--- src/rtl/mbsm_pkg.sv ---
// Package for the multi-buffer swap manager: beat structs, request and
// status codes, controller state and controller/datapath command types.
// No dependencies.
package mbsm_pkg;

  // Largest number of buffers in rotation
  localparam int MaxBuffers = 4;

  localparam int ReqW = 3;
  localparam int IdW  = 2;
  localparam int StW  = 2;
  localparam int CfgW = 3;

  // Request codes carried in req_type
  typedef enum logic [ReqW-1:0] {
    REQ_CLI_ACQ  = 3'd0,
    REQ_CLI_REL  = 3'd1,
    REQ_COMP_ACQ = 3'd2,
    REQ_COMP_REL = 3'd3,
    REQ_SHUTDOWN = 3'd4
  } req_e;

  // Result status codes
  typedef enum logic [StW-1:0] {
    ST_OK   = 2'd0,
    ST_WAIT = 2'd1,
    ST_ERR  = 2'd2
  } status_e;

  // Input beat
  typedef struct packed {
    logic [ReqW-1:0] req_type;
    logic [IdW-1:0]  release_id;
  } in_t;

  // Output beat
  typedef struct packed {
    logic [StW-1:0] status;
    logic [IdW-1:0] granted_id;
  } out_t;

  // Controller states
  typedef enum logic {
    CS_IDLE,
    CS_EXEC
  } ctrl_state_e;

  // Controller -> datapath
  typedef struct packed {
    logic capture;  // take the input beat, launch slot RAM reads
    logic exec;     // apply the request and load the output register
  } ctl_cmd_t;

  // Datapath -> controller
  typedef struct packed {
    logic out_blocked;  // output register full and not being drained
  } dp_sts_t;

endpackage

--- src/rtl/multi_buffer_swap_manager_top.sv ---
// Multi-buffer swap manager: hands buffer ids 0..count-1 between a
// producer (client) and a compositor through a free deque, a ready FIFO
// and a held count. A request is captured, with a read of the two slot
// RAMs (registered read), and then executed, which updates the queues
// and loads the output register. The next request is accepted as soon as the
// previous one has been executed, even while its result beat is still
// waiting. Execution holds while the output register is full and not
// being taken. Reset and count writes take effect at once: per-entry valid
// bits on the free RAM stand in for its initial contents, so there is no
// clearing pass. Write the count only while no request is in flight.
// Depends on mbsm_pkg, mbsm_ctrl, mbsm_dp, mbsm_ram.
module multi_buffer_swap_manager_top (
  input  logic                      clk_i,
  input  logic                      rst_ni,
  input  logic                      cfg_we_i,
  input  logic [mbsm_pkg::CfgW-1:0] cfg_data_i,
  input  logic                      in_valid_i,
  output logic                      in_ready_o,
  input  mbsm_pkg::in_t             in_data_i,
  output logic                      out_valid_o,
  input  logic                      out_ready_i,
  output mbsm_pkg::out_t            out_data_o
);
  import mbsm_pkg::*;

  ctl_cmd_t cmd;
  dp_sts_t  sts;

  // Sequencer
  mbsm_ctrl u_ctrl (
    .clk_i     (clk_i),
    .rst_ni    (rst_ni),
    .in_valid_i(in_valid_i),
    .in_ready_o(in_ready_o),
    .sts_i     (sts),
    .cmd_o     (cmd)
  );

  // Queues, slot RAMs and result register
  mbsm_dp u_dp (
    .clk_i      (clk_i),
    .rst_ni     (rst_ni),
    .cfg_we_i   (cfg_we_i),
    .cfg_data_i (cfg_data_i),
    .in_data_i  (in_data_i),
    .cmd_i      (cmd),
    .sts_o      (sts),
    .out_valid_o(out_valid_o),
    .out_ready_i(out_ready_i),
    .out_data_o (out_data_o)
  );

endmodule

--- src/rtl/mbsm_ram.sv ---
// Generic single-write, single-read RAM with registered read data.
// No dependencies.
module mbsm_ram #(
  parameter int Width = 2,
  parameter int Depth = 4
) (
  input  logic                     clk_i,
  input  logic                     we_i,
  input  logic [$clog2(Depth)-1:0] waddr_i,
  input  logic [Width-1:0]         wdata_i,
  input  logic                     re_i,
  input  logic [$clog2(Depth)-1:0] raddr_i,
  output logic [Width-1:0]         rdata_o
);

  logic [Width-1:0] mem_q [Depth];
  logic [Width-1:0] rdata_q;

  // Write port
  always_ff @(posedge clk_i) begin
    if (we_i) begin
      mem_q[waddr_i] <= wdata_i;
    end
  end

  // Registered read port
  always_ff @(posedge clk_i) begin
    if (re_i) begin
      rdata_q <= mem_q[raddr_i];
    end
  end

  assign rdata_o = rdata_q;

endmodule

--- src/rtl/mbsm_ctrl.sv ---
// Controller FSM for the multi-buffer swap manager: sequences capture and
// execute of one request at a time. Depends on mbsm_pkg.
module mbsm_ctrl (
  input  logic              clk_i,
  input  logic              rst_ni,
  input  logic              in_valid_i,
  output logic              in_ready_o,
  input  mbsm_pkg::dp_sts_t sts_i,
  output mbsm_pkg::ctl_cmd_t cmd_o
);
  import mbsm_pkg::*;

  ctrl_state_e state_q, state_d;

  // Next state
  always_comb begin
    state_d = state_q;
    unique case (state_q)
      CS_IDLE: begin
        if (in_valid_i) state_d = CS_EXEC;
      end
      CS_EXEC: begin
        if (!sts_i.out_blocked) state_d = CS_IDLE;
      end
      default: state_d = CS_IDLE;
    endcase
  end

  // Outputs
  always_comb begin
    in_ready_o    = 1'b0;
    cmd_o.capture = 1'b0;
    cmd_o.exec    = 1'b0;
    unique case (state_q)
      CS_IDLE: begin
        in_ready_o    = 1'b1;
        cmd_o.capture = in_valid_i;
      end
      CS_EXEC: begin
        cmd_o.exec = !sts_i.out_blocked;
      end
      default: ;
    endcase
  end

  always_ff @(posedge clk_i or negedge rst_ni) begin
    if (!rst_ni) begin
      state_q <= CS_IDLE;
    end else begin
      state_q <= state_d;
    end
  end

endmodule

--- src/rtl/mbsm_dp.sv ---
// Datapath for the multi-buffer swap manager: free deque and ready FIFO
// pointers, slot RAMs, request decode and the output register.
// Depends on mbsm_pkg and mbsm_ram.
module mbsm_dp (
  input  logic                        clk_i,
  input  logic                        rst_ni,
  input  logic                        cfg_we_i,
  input  logic [mbsm_pkg::CfgW-1:0]   cfg_data_i,
  input  mbsm_pkg::in_t               in_data_i,
  input  mbsm_pkg::ctl_cmd_t          cmd_i,
  output mbsm_pkg::dp_sts_t           sts_o,
  output logic                        out_valid_o,
  input  logic                        out_ready_i,
  output mbsm_pkg::out_t              out_data_o
);
  import mbsm_pkg::*;

  localparam int PW     = $clog2(MaxBuffers);
  localparam int CW     = $clog2(MaxBuffers + 1);
  localparam int SW     = CW + 1;
  localparam int CntRst = (MaxBuffers < 3) ? MaxBuffers : 3;

  // Circular position add with one wrap correction (sum < 2*MaxBuffers)
  function automatic logic [PW-1:0] wrap_add(logic [PW-1:0] base, logic [CW-1:0] ofs);
    logic [SW-1:0] sum;
    sum = SW'(base) + SW'(ofs);
    if (sum >= SW'(MaxBuffers)) sum = sum - SW'(MaxBuffers);
    return sum[PW-1:0];
  endfunction

  logic [CW-1:0]         buf_cnt_q;
  logic [PW-1:0]         free_head_q, free_head_d;
  logic [CW-1:0]         free_cnt_q, free_cnt_d;
  logic [PW-1:0]         ready_head_q, ready_head_d;
  logic [CW-1:0]         ready_cnt_q, ready_cnt_d;
  logic [CW-1:0]         held_q, held_d;
  logic [MaxBuffers-1:0] free_vld_q;

  logic [ReqW-1:0] req_q;
  logic [IdW-1:0]  id_q;
  logic            free_rvld_q;
  logic [PW-1:0]   free_raddr_q;

  logic [PW-1:0]   free_raddr, free_waddr, ready_waddr;
  logic [IdW-1:0]  free_wdata, ready_wdata;
  logic            free_we, ready_we;
  logic [IdW-1:0]  free_rdata, ready_rdata, free_front;
  logic [CW-1:0]   cfg_cnt;
  logic            id_ok;
  out_t            result;
  logic            out_valid_q;
  out_t            out_q;

  // Saturate a written count to the supported range
  always_comb begin
    if (cfg_data_i < CfgW'(2)) begin
      cfg_cnt = CW'(2);
    end else if (32'(cfg_data_i) > 32'(MaxBuffers)) begin
      cfg_cnt = CW'(MaxBuffers);
    end else begin
      cfg_cnt = CW'(cfg_data_i);
    end
  end

  // Free-RAM read address at capture: front for client, back for compositor
  always_comb begin
    if (in_data_i.req_type == REQ_COMP_ACQ && free_cnt_q != '0) begin
      free_raddr = wrap_add(free_head_q, CW'(free_cnt_q - CW'(1)));
    end else begin
      free_raddr = free_head_q;
    end
  end

  mbsm_ram #(.Width(IdW), .Depth(MaxBuffers)) u_free_ram (
    .clk_i  (clk_i),
    .we_i   (free_we),
    .waddr_i(free_waddr),
    .wdata_i(free_wdata),
    .re_i   (cmd_i.capture),
    .raddr_i(free_raddr),
    .rdata_o(free_rdata)
  );

  mbsm_ram #(.Width(IdW), .Depth(MaxBuffers)) u_ready_ram (
    .clk_i  (clk_i),
    .we_i   (ready_we),
    .waddr_i(ready_waddr),
    .wdata_i(ready_wdata),
    .re_i   (cmd_i.capture),
    .raddr_i(ready_head_q),
    .rdata_o(ready_rdata)
  );

  // Unwritten free entries still hold their initial id (their own slot)
  assign free_front = free_rvld_q ? free_rdata : IdW'(free_raddr_q);
  assign id_ok      = CW'(id_q) < buf_cnt_q;

  // Request capture (payload, no reset)
  always_ff @(posedge clk_i) begin
    if (cmd_i.capture) begin
      req_q        <= in_data_i.req_type;
      id_q         <= in_data_i.release_id;
      free_rvld_q  <= free_vld_q[free_raddr];
      free_raddr_q <= free_raddr;
    end
  end

  // Request execution
  always_comb begin
    free_head_d       = free_head_q;
    free_cnt_d        = free_cnt_q;
    ready_head_d      = ready_head_q;
    ready_cnt_d       = ready_cnt_q;
    held_d            = held_q;
    free_we           = 1'b0;
    free_waddr        = wrap_add(free_head_q, free_cnt_q);
    free_wdata        = id_q;
    ready_we          = 1'b0;
    ready_waddr       = wrap_add(ready_head_q, ready_cnt_q);
    ready_wdata       = id_q;
    result.status     = ST_OK;
    result.granted_id = '0;
    unique case (req_q)
      REQ_CLI_ACQ: begin
        if (free_cnt_q == '0 || held_q >= CW'(buf_cnt_q - CW'(1))) begin
          result.status = ST_WAIT;
        end else begin
          result.granted_id = free_front;
          free_head_d       = wrap_add(free_head_q, CW'(1));
          free_cnt_d        = CW'(free_cnt_q - CW'(1));
          held_d            = CW'(held_q + CW'(1));
        end
      end
      REQ_CLI_REL: begin
        if (!id_ok || held_q == '0 || ready_cnt_q >= buf_cnt_q) begin
          result.status = ST_ERR;
        end else begin
          ready_we    = 1'b1;
          ready_cnt_d = CW'(ready_cnt_q + CW'(1));
          held_d      = CW'(held_q - CW'(1));
        end
      end
      REQ_COMP_ACQ: begin
        if (ready_cnt_q != '0) begin
          result.granted_id = ready_rdata;
          ready_head_d      = wrap_add(ready_head_q, CW'(1));
          ready_cnt_d       = CW'(ready_cnt_q - CW'(1));
        end else if (free_cnt_q != '0) begin
          result.granted_id = free_front;
          free_cnt_d        = CW'(free_cnt_q - CW'(1));
        end else begin
          result.status = ST_ERR;
        end
      end
      REQ_COMP_REL: begin
        if (!id_ok || free_cnt_q >= buf_cnt_q) begin
          result.status = ST_ERR;
        end else begin
          free_we    = 1'b1;
          free_cnt_d = CW'(free_cnt_q + CW'(1));
        end
      end
      REQ_SHUTDOWN: begin
        // only acts when the free deque has run dry
        if (free_cnt_q == '0) begin
          if (ready_cnt_q == '0) begin
            result.status = ST_ERR;
          end else begin
            free_we      = 1'b1;
            free_wdata   = ready_rdata;
            free_cnt_d   = CW'(free_cnt_q + CW'(1));
            ready_head_d = wrap_add(ready_head_q, CW'(1));
            ready_cnt_d  = CW'(ready_cnt_q - CW'(1));
          end
        end
      end
      default: result.status = ST_ERR;
    endcase
    if (!cmd_i.exec) begin
      free_we  = 1'b0;
      ready_we = 1'b0;
    end
  end

  // Queue state; a count write reinitializes everything
  always_ff @(posedge clk_i or negedge rst_ni) begin
    if (!rst_ni) begin
      buf_cnt_q    <= CW'(CntRst);
      free_head_q  <= '0;
      free_cnt_q   <= CW'(CntRst);
      ready_head_q <= '0;
      ready_cnt_q  <= '0;
      held_q       <= '0;
      free_vld_q   <= '0;
    end else if (cfg_we_i) begin
      buf_cnt_q    <= cfg_cnt;
      free_head_q  <= '0;
      free_cnt_q   <= cfg_cnt;
      ready_head_q <= '0;
      ready_cnt_q  <= '0;
      held_q       <= '0;
      free_vld_q   <= '0;
    end else if (cmd_i.exec) begin
      free_head_q  <= free_head_d;
      free_cnt_q   <= free_cnt_d;
      ready_head_q <= ready_head_d;
      ready_cnt_q  <= ready_cnt_d;
      held_q       <= held_d;
      if (free_we) free_vld_q[free_waddr] <= 1'b1;
    end
  end

  // Output register
  always_ff @(posedge clk_i or negedge rst_ni) begin
    if (!rst_ni) begin
      out_valid_q <= 1'b0;
    end else if (cmd_i.exec) begin
      out_valid_q <= 1'b1;
    end else if (out_ready_i) begin
      out_valid_q <= 1'b0;
    end
  end

  always_ff @(posedge clk_i) begin
    if (cmd_i.exec) begin
      out_q <= result;
    end
  end

  assign sts_o.out_blocked = out_valid_q && !out_ready_i;
  assign out_valid_o       = out_valid_q;
  assign out_data_o        = out_q;

endmodule
--- config.mk ---
export PLATFORM = sky130hd
export DESIGN_NAME = multi_buffer_swap_manager_top
export DESIGN_NICKNAME = d
export VERILOG_FILES = /design/src/rtl/mbsm_pkg.sv /design/src/rtl/multi_buffer_swap_manager_top.sv /design/src/rtl/mbsm_ram.sv /design/src/rtl/mbsm_ctrl.sv /design/src/rtl/mbsm_dp.sv
export SDC_FILE = /design/constraint.sdc
export NUM_CORES = 1
export LEC_CHECK = 0
export ABC_AREA = 1
export BUFFER_PORTS_ARGS = -buffer_cell sky130_fd_sc_hd__buf_2
export CORE_UTILIZATION = 65
export CTS_BUF_LIST = sky130_fd_sc_hd__clkbuf_4 sky130_fd_sc_hd__clkbuf_8 sky130_fd_sc_hd__clkbuf_16
export CTS_CLUSTER_SIZE = 16
export DETAILED_ROUTE_END_ITERATION = 8
export PLACE_DENSITY_LB_ADDON = 0.15
export SYNTH_ARGS = -nofsm -noshare
export SYNTH_HDL_FRONTEND = slang
export SYNTH_SLANG_ARGS = --single-unit
--- constraint.sdc ---
create_clock -name clk_i -period 4.55 [get_ports clk_i]
set_clock_uncertainty 0.15 [all_clocks]
set_input_delay 1.365 -clock clk_i [delete_from_list [all_inputs] [get_ports clk_i]]
set_output_delay 1.365 -clock clk_i [all_outputs]
set_load 0.005 [all_outputs]
==> results_dict.tcl, run 1 <==
set metrics [dict create \
    status "finished, final reports clean" \
    cts-root-buf "clkbuf_8" \
    pre_cts_ws_ps 1580 \
    worstPathArrival_ps 2750 \
    worstSetupEndpointType "flop" \
    clock_path_buffers 2 \
    tightest_slew_ps 1050 \
    gr-total-overflow 0 \
    start_util 0.672 \
    die_x_um 71.9 \
    critPathSlowestCell "inv_1" \
    cp.required_ps 4610 \
    syn_area_per_cell_um2 8.69 \
    area.growth.synth_to_final_pct 8.32 \
    h-tree-depth 2 \
    yosys.area.top_type_share 0.303 \
    clkSlewWorstSetupHoldPaths_ps 100 \
    rsz0062_at_grt "no" \
    maxCapViolCount 0 \
    path_class "primary input to flop" \
    layout_common_cells "nand2_1 (84), inv_1 (50), nand3_1 (39)" \
    ys_seq_area_frac 0.478 \
    wl_mm 6.25 \
    n_antenna_cell 0 \
    drc_errors 0 \
    cp_max_fo 23 \
    core-area_um2 4720 \
    netlist_top_cells_area "edfxtp_1 (30%), dfrtp_1 (14%), nand2_1 (9.9%), ha_1 (6.7%), nand3_1 (6.2%)" \
    cts_setup_buffers 0 \
    power.density_nw_per_um2 569 \
    vias 2474 \
    final_common_cell "nand2_1" \
    synth_nets 397 \
    io_buffers 18 \
    fin_crit_ps 2690 \
    die_area_um2 5160 \
    slew_headroom 0.296 \
    start_kind "primary input" \
    synth_area_um2 3170 \
    setup_viol 0 \
    dr.first_iter.drc_count 168 \
    crit_chain "buf_2, inv_1, nand2_1, nand2_1, inv_1, nand3_1, nand2_1, nand2_1" \
    dr.max_layer_used "met4" \
    hold_path_class "flop to flop" \
    cts_sinks 54 \
    viasPerCell 5.46 \
    wl_met3_um 390 \
    cts_buffers 5 \
    yosysWarnings 0 \
    wl_met1_mm 2.66 \
    synth_cell_types 37 \
    worst_slack_ps 1860 \
    max_freq_mhz 372 \
    cp_common_cell "nand2_1" \
    drive_above_1_share 0.124 \
    fp.dieH_um 71.9 \
    antenna_left 0 \
    hold_violations 0 \
    grt_pass1_vias 2279 \
    fin_tns_setup_ps 0 \
    post_cts_resized 0 \
    dr.pass1.iters 5 \
    gp_congestion 0.922 \
    drv_slew 0 \
    rows 25 \
    track_usage 0.270 \
    slowest_delay_ps 410 \
    wl_met2_mm 3.08 \
    wl_per_cell_um 13.8 \
    leakagePower_nw 1.66 \
    yosysTopAreaCell "edfxtp_1" \
    grt_first_pass_wirelength_mm 10.4 \
    grt_max_degree 24 \
    peakVddDrop_uv 299 \
    finalNetCount 417 \
    ys_ff_latch 54 \
    clk_latency_ps 310 \
    cts_hold_buffers 0 \
    io_pins 19 \
    p_total_mw 1.95 \
    antenna_found_initial 0 \
    fin_crit_sh 0.591 \
    tritoncts "done" \
    synthCells 365 \
    dpl.hpwl_mm 4.80 \
]
[through the flow]
step | utilization | cells | hold WS [ps] | instance area, um^2
after floorplan | - | 365 | 328 | 3170
after global placement | 0.703 | 445 | 318 | 3320
after detailed placement | 0.703 | 445 | 353 | 3320
after CTS | 0.727 | 453 | 376 | 3440
after global routing | 0.727 | 453 | 403 | 3440
final | 0.727 | 453 | 366 | 3440
[worst max-delay path, delay by kind of cell]
| family | cells | cell delay [ps] |
|---|---|---|
| AND/OR/NAND/NOR | 5 | 570 |
| buffers and inverters | 3 | 800 |
[power by group]
group | internal, mW | total (mW) | switching, mW
Combinational | 0.309 | 0.847 | 0.538
Clock | 0.167 | 0.330 | 0.163
Sequential | 0.666 | 0.777 | 0.110
[registers in the layout (all words and copies together) (netlist names)]
name,cells
u_ctrl.state_q,1
u_dp.buf_cnt_q,3
u_dp.free_cnt_q,3
u_dp.free_head_q,2
u_dp.free_raddr_q,2
u_dp.free_rvld_q,1
u_dp.free_vld_q,4
u_dp.held_q,3
u_dp.id_q,2
u_dp.out_data_o,4
u_dp.out_valid_o,1
u_dp.ready_cnt_q,3
u_dp.ready_head_q,2
u_dp.req_q,3
u_dp.u_free_ram.mem_q,8
u_dp.u_free_ram.rdata_o,2
u_dp.u_ready_ram.mem_q,8
u_dp.u_ready_ram.rdata_o,2
[synthesized netlist by cell type]
cell      instances
dfstp_2           4
o21a_1            1
o22ai_1           2
dfrtp_1          18
o21ai_2           2
mux2i_1           2
nand4_1           6
buf_4             1
clkbuf_1          1
nand2_2           1
nand2_4           1
o31ai_1           2
inv_2             3
or2_2             4
ha_1             17
edfxtp_1         32
nand3b_1          1
nand3_4           1
xnor2_1           7
fa_1              2
o21ai_1           5
nor2_1           34
a31oi_1           1
xor2_2            1
clkinv_1          1
o211ai_1          1
a21oi_4           1
nand2_1          84
nand3_2           2
o21ai_0          16
buf_2             3
nand3_1          39
a21oi_1          11
mux2_2            1
nor2_2            1
xor2_1            6
inv_1            50
[routing by layer]
layer  GRT usage  up-vias
li1            -     1237
met1       0.360     1134
met2       0.457       86
met3      0.0422       17
met4      0.0871        0
met5           0        -
[path summary, 6_finish.rpt]
path | slack [ps] | from | end | cells after the start
setup / recovery | 1860 | cfg_we_i | u_dp.held_q[2] | 8
hold reg to reg | 370 | u_dp.out_valid_o | u_dp.out_valid_o | 2
min in group asynchronous | 870 | rst_ni | u_dp.free_head_q[1] | 1
setup reg to reg | 2080 | u_dp.buf_cnt_q[0] | u_dp.held_q[2] | 12
max in group asynchronous | 3000 | rst_ni | u_dp.buf_cnt_q[0] | 1
hold / removal | 370 | u_dp.out_valid_o | u_dp.out_valid_o | 2
[layout make-up]
class | count | area [um^2]
Sequential cell | 54 | 1520
Multi-Input combinational cell | 252 | 1430
Fill cell | 365 | 1290
Tap cell | 67 | 83.8
Timing Repair Buffer | 18 | 90.1
Clock inverter | 3 | 47.5
Clock buffer | 5 | 68.8
Inverter | 54 | 203
[kinds of logic after synthesis]
family	synth area share
flops	0.478
xor+xnor	0.0410
fa+ha+maj	0.0797
simple gates	0.243
buf+inv	0.0722
mux	0.00986
compound gates	0.0765
Power figures use the tool's default switching activity.
==> inputs of run 2 (changes only) <==
--- a/config.mk
+++ b/config.mk
@@ -7,7 +7,7 @@
 export LEC_CHECK = 0
 export ABC_AREA = 1
 export BUFFER_PORTS_ARGS = -buffer_cell sky130_fd_sc_hd__buf_2
-export CORE_UTILIZATION = 65
+export CORE_UTILIZATION = 55
 export CTS_BUF_LIST = sky130_fd_sc_hd__clkbuf_4 sky130_fd_sc_hd__clkbuf_8 sky130_fd_sc_hd__clkbuf_16
 export CTS_CLUSTER_SIZE = 16
 export DETAILED_ROUTE_END_ITERATION = 8
==> constraint.sdc (replaced) <==
create_clock -name clk_i -period 2.35 [get_ports clk_i]
set_clock_uncertainty 0.15 [all_clocks]
set_input_delay 0.705 -clock clk_i [delete_from_list [all_inputs] [get_ports clk_i]]
set_output_delay 0.705 -clock clk_i [all_outputs]
set_load 0.005 [all_outputs]
==> run 2 against run 1 <==
Critical path type is now flop to flop. Largest cell class unchanged. Non-clock buffer count up 13. Routed wire length is 5.6% higher. Critical path depth down 1. Highest routed layer unchanged. Sequential share of layout area decreased by 2.2 points. Power increased by 100%.
==> results_dict.tcl, run 2 (synthesized netlist as in run 1, its figures left out) <==
set metrics [dict create \
    cp.required_ps 2380 \
    h-tree-depth 2 \
    max_freq_mhz 442 \
    whs_ps 215 \
    gr-total-overflow 0 \
    power.density_nw_per_um2 1090 \
    layout_common_cells "nand2_1 (83), inv_1 (46), nand3_1 (38)" \
    io_pins 19 \
    clk_latency_ps 310 \
    die_area_um2 6070 \
    start_kind "flop" \
    cts_sinks 54 \
    viasPerCell 5.26 \
    clkSlewWorstSetupHoldPaths_ps 100 \
    peakVddDrop_uv 505 \
    drc_errors 0 \
    finalNetCount 430 \
    fin_crit_ps 2260 \
    worstSetupEndpointType "flop" \
    die_x_um 77.9 \
    vias 2476 \
    area.growth.synth_to_final_pct 14.0 \
    final_common_cell "nand2_1" \
    fin_crit_sh 0.962 \
    rsz0062_at_grt "no" \
    gp_congestion 0.897 \
    core-area_um2 5540 \
    largestRegisters "u_dp.u_free_ram.mem_q (8), u_dp.u_ready_ram.mem_q (8)" \
    fill_cells 470 \
    track_usage 0.234 \
    dpl.hpwl_mm 4.95 \
    dr.first_iter.drc_count 132 \
    hold_path_class "primary input to asynchronous set/reset pin" \
    p_total_mw 3.96 \
    path_class "flop to flop" \
    worst_slack_ps 89.3 \
    n_antenna_cell 0 \
    dr.pass1.iters 4 \
    wl_mm 6.60 \
    antenna_left 0 \
    leakagePower_nw 1.74 \
    cts_buffers 5 \
    grt_pass1_vias 2339 \
    cp_max_fo 5 \
    clock_path_buffers 2 \
    antenna_found_initial 0 \
    grt_max_degree 23 \
    start_util 0.572 \
    worstPathArrival_ps 2290 \
    tritoncts "done" \
    wl_per_cell_um 14.0 \
    cts_setup_buffers 0 \
    rows 27 \
    cts-root-buf "clkbuf_8" \
    fp.dieH_um 77.9 \
    fin_tns_setup_ps 0 \
    hold_violations 0 \
    maxCapViolCount 0 \
    utilization 0.653 \
    setup_viol 0 \
    pre_cts_ws_ps -22.4 \
    cts_hold_buffers 0 \
    tightest_slew_ps 553 \
    slew_headroom 0.631 \
    drv_slew 0 \
    drive_above_1_share 0.188 \
    io_buffers 18 \
    status "finished, final reports clean" \
    grt_first_pass_wirelength_mm 10.9 \
]
-- run 2: changes by cell type in the layout (fill, tap and decap cells not counted), moves of 3 or more --
cell,before,now
inv_2,3,6
nor2_1,34,31
nor2_2,1,4
buf_4,0,13
inv_1,50,46
-- run 2: cell type report --
cell class                      count  area (um^2)  share of cell area
Sequential cell                    54         1520               0.419
Multi-Input combinational cell    252         1500               0.414
Inverter                           54          205              0.0567
Timing Repair Buffer               31          188              0.0519
Clock inverter                      2         38.8              0.0107
Tap cell                           72         90.1              0.0249
Clock buffer                        6         82.6              0.0228
-- run 2: stage by stage --
| step | area [um^2] | cells |
|---|---|---|
| floorplan | 3170 | 365 |
| finish | 3620 | 471 |
| CTS | 3550 | 471 |
| global placement | 3420 | 463 |
| global route | 3620 | 471 |
| detailed placement | 3420 | 463 |
-- run 2: path summary, 6_finish.rpt --
check / slack, ps / start / depth (start not counted) / endpoint
worst max-delay path: 90 / u_dp.free_cnt_q[1] / 7 / u_dp.free_rvld_q
worst min-delay path: 220 / rst_ni / 1 / u_dp.free_vld_q[1]
worst max register to register: 90 / u_dp.free_cnt_q[1] / 7 / u_dp.free_rvld_q
worst min register to register: 350 / u_dp.out_valid_o / 2 / u_dp.out_valid_o
max in group asynchronous: 1450 / rst_ni / 1 / u_dp.buf_cnt_q[0]
min in group clk_i: 350 / u_dp.out_valid_o / 2 / u_dp.out_valid_o
-- run 2: what timing repair did --
| item | 4_1_cts | 5_1_grt |
|---|---|---|
| endpoints found under the setup margin | 3 | 14 |
| pin swaps | 0 | 7 |
| resized for setup | 1 | 18 |
| endpoints found under the hold margin | 0 | 0 |
-- run 2: critical path, cell delays in order, from the launching register on --
cell and delay (ps):
dfstp_2 600, inv_1 90, ha_1 320, or2_2 330, a21oi_4 250, xor2_4 220
nand3_1 100, nand2_1 90
-- run 2: power breakdown --
part | leakage (nW) | switching, mW | total (mW) | internal, mW
logic | 1.11 | 1.09 | 1.80 | 0.705
registers | 0.569 | 0.211 | 1.50 | 1.29
clock network | 0.0618 | 0.306 | 0.657 | 0.351
total | 1.74 | 1.61 | 3.96 | 2.34
-- run 2: per-layer routing --
metal | up-vias | wire (um) | GRT usage
met5 | - | 0 | 0
met4 | 0 | 42 | 0.0481
met3 | 5 | 339 | 0.0494
met2 | 49 | 3230 | 0.389
met1 | 1156 | 3000 | 0.317
li1 | 1266 | - | -
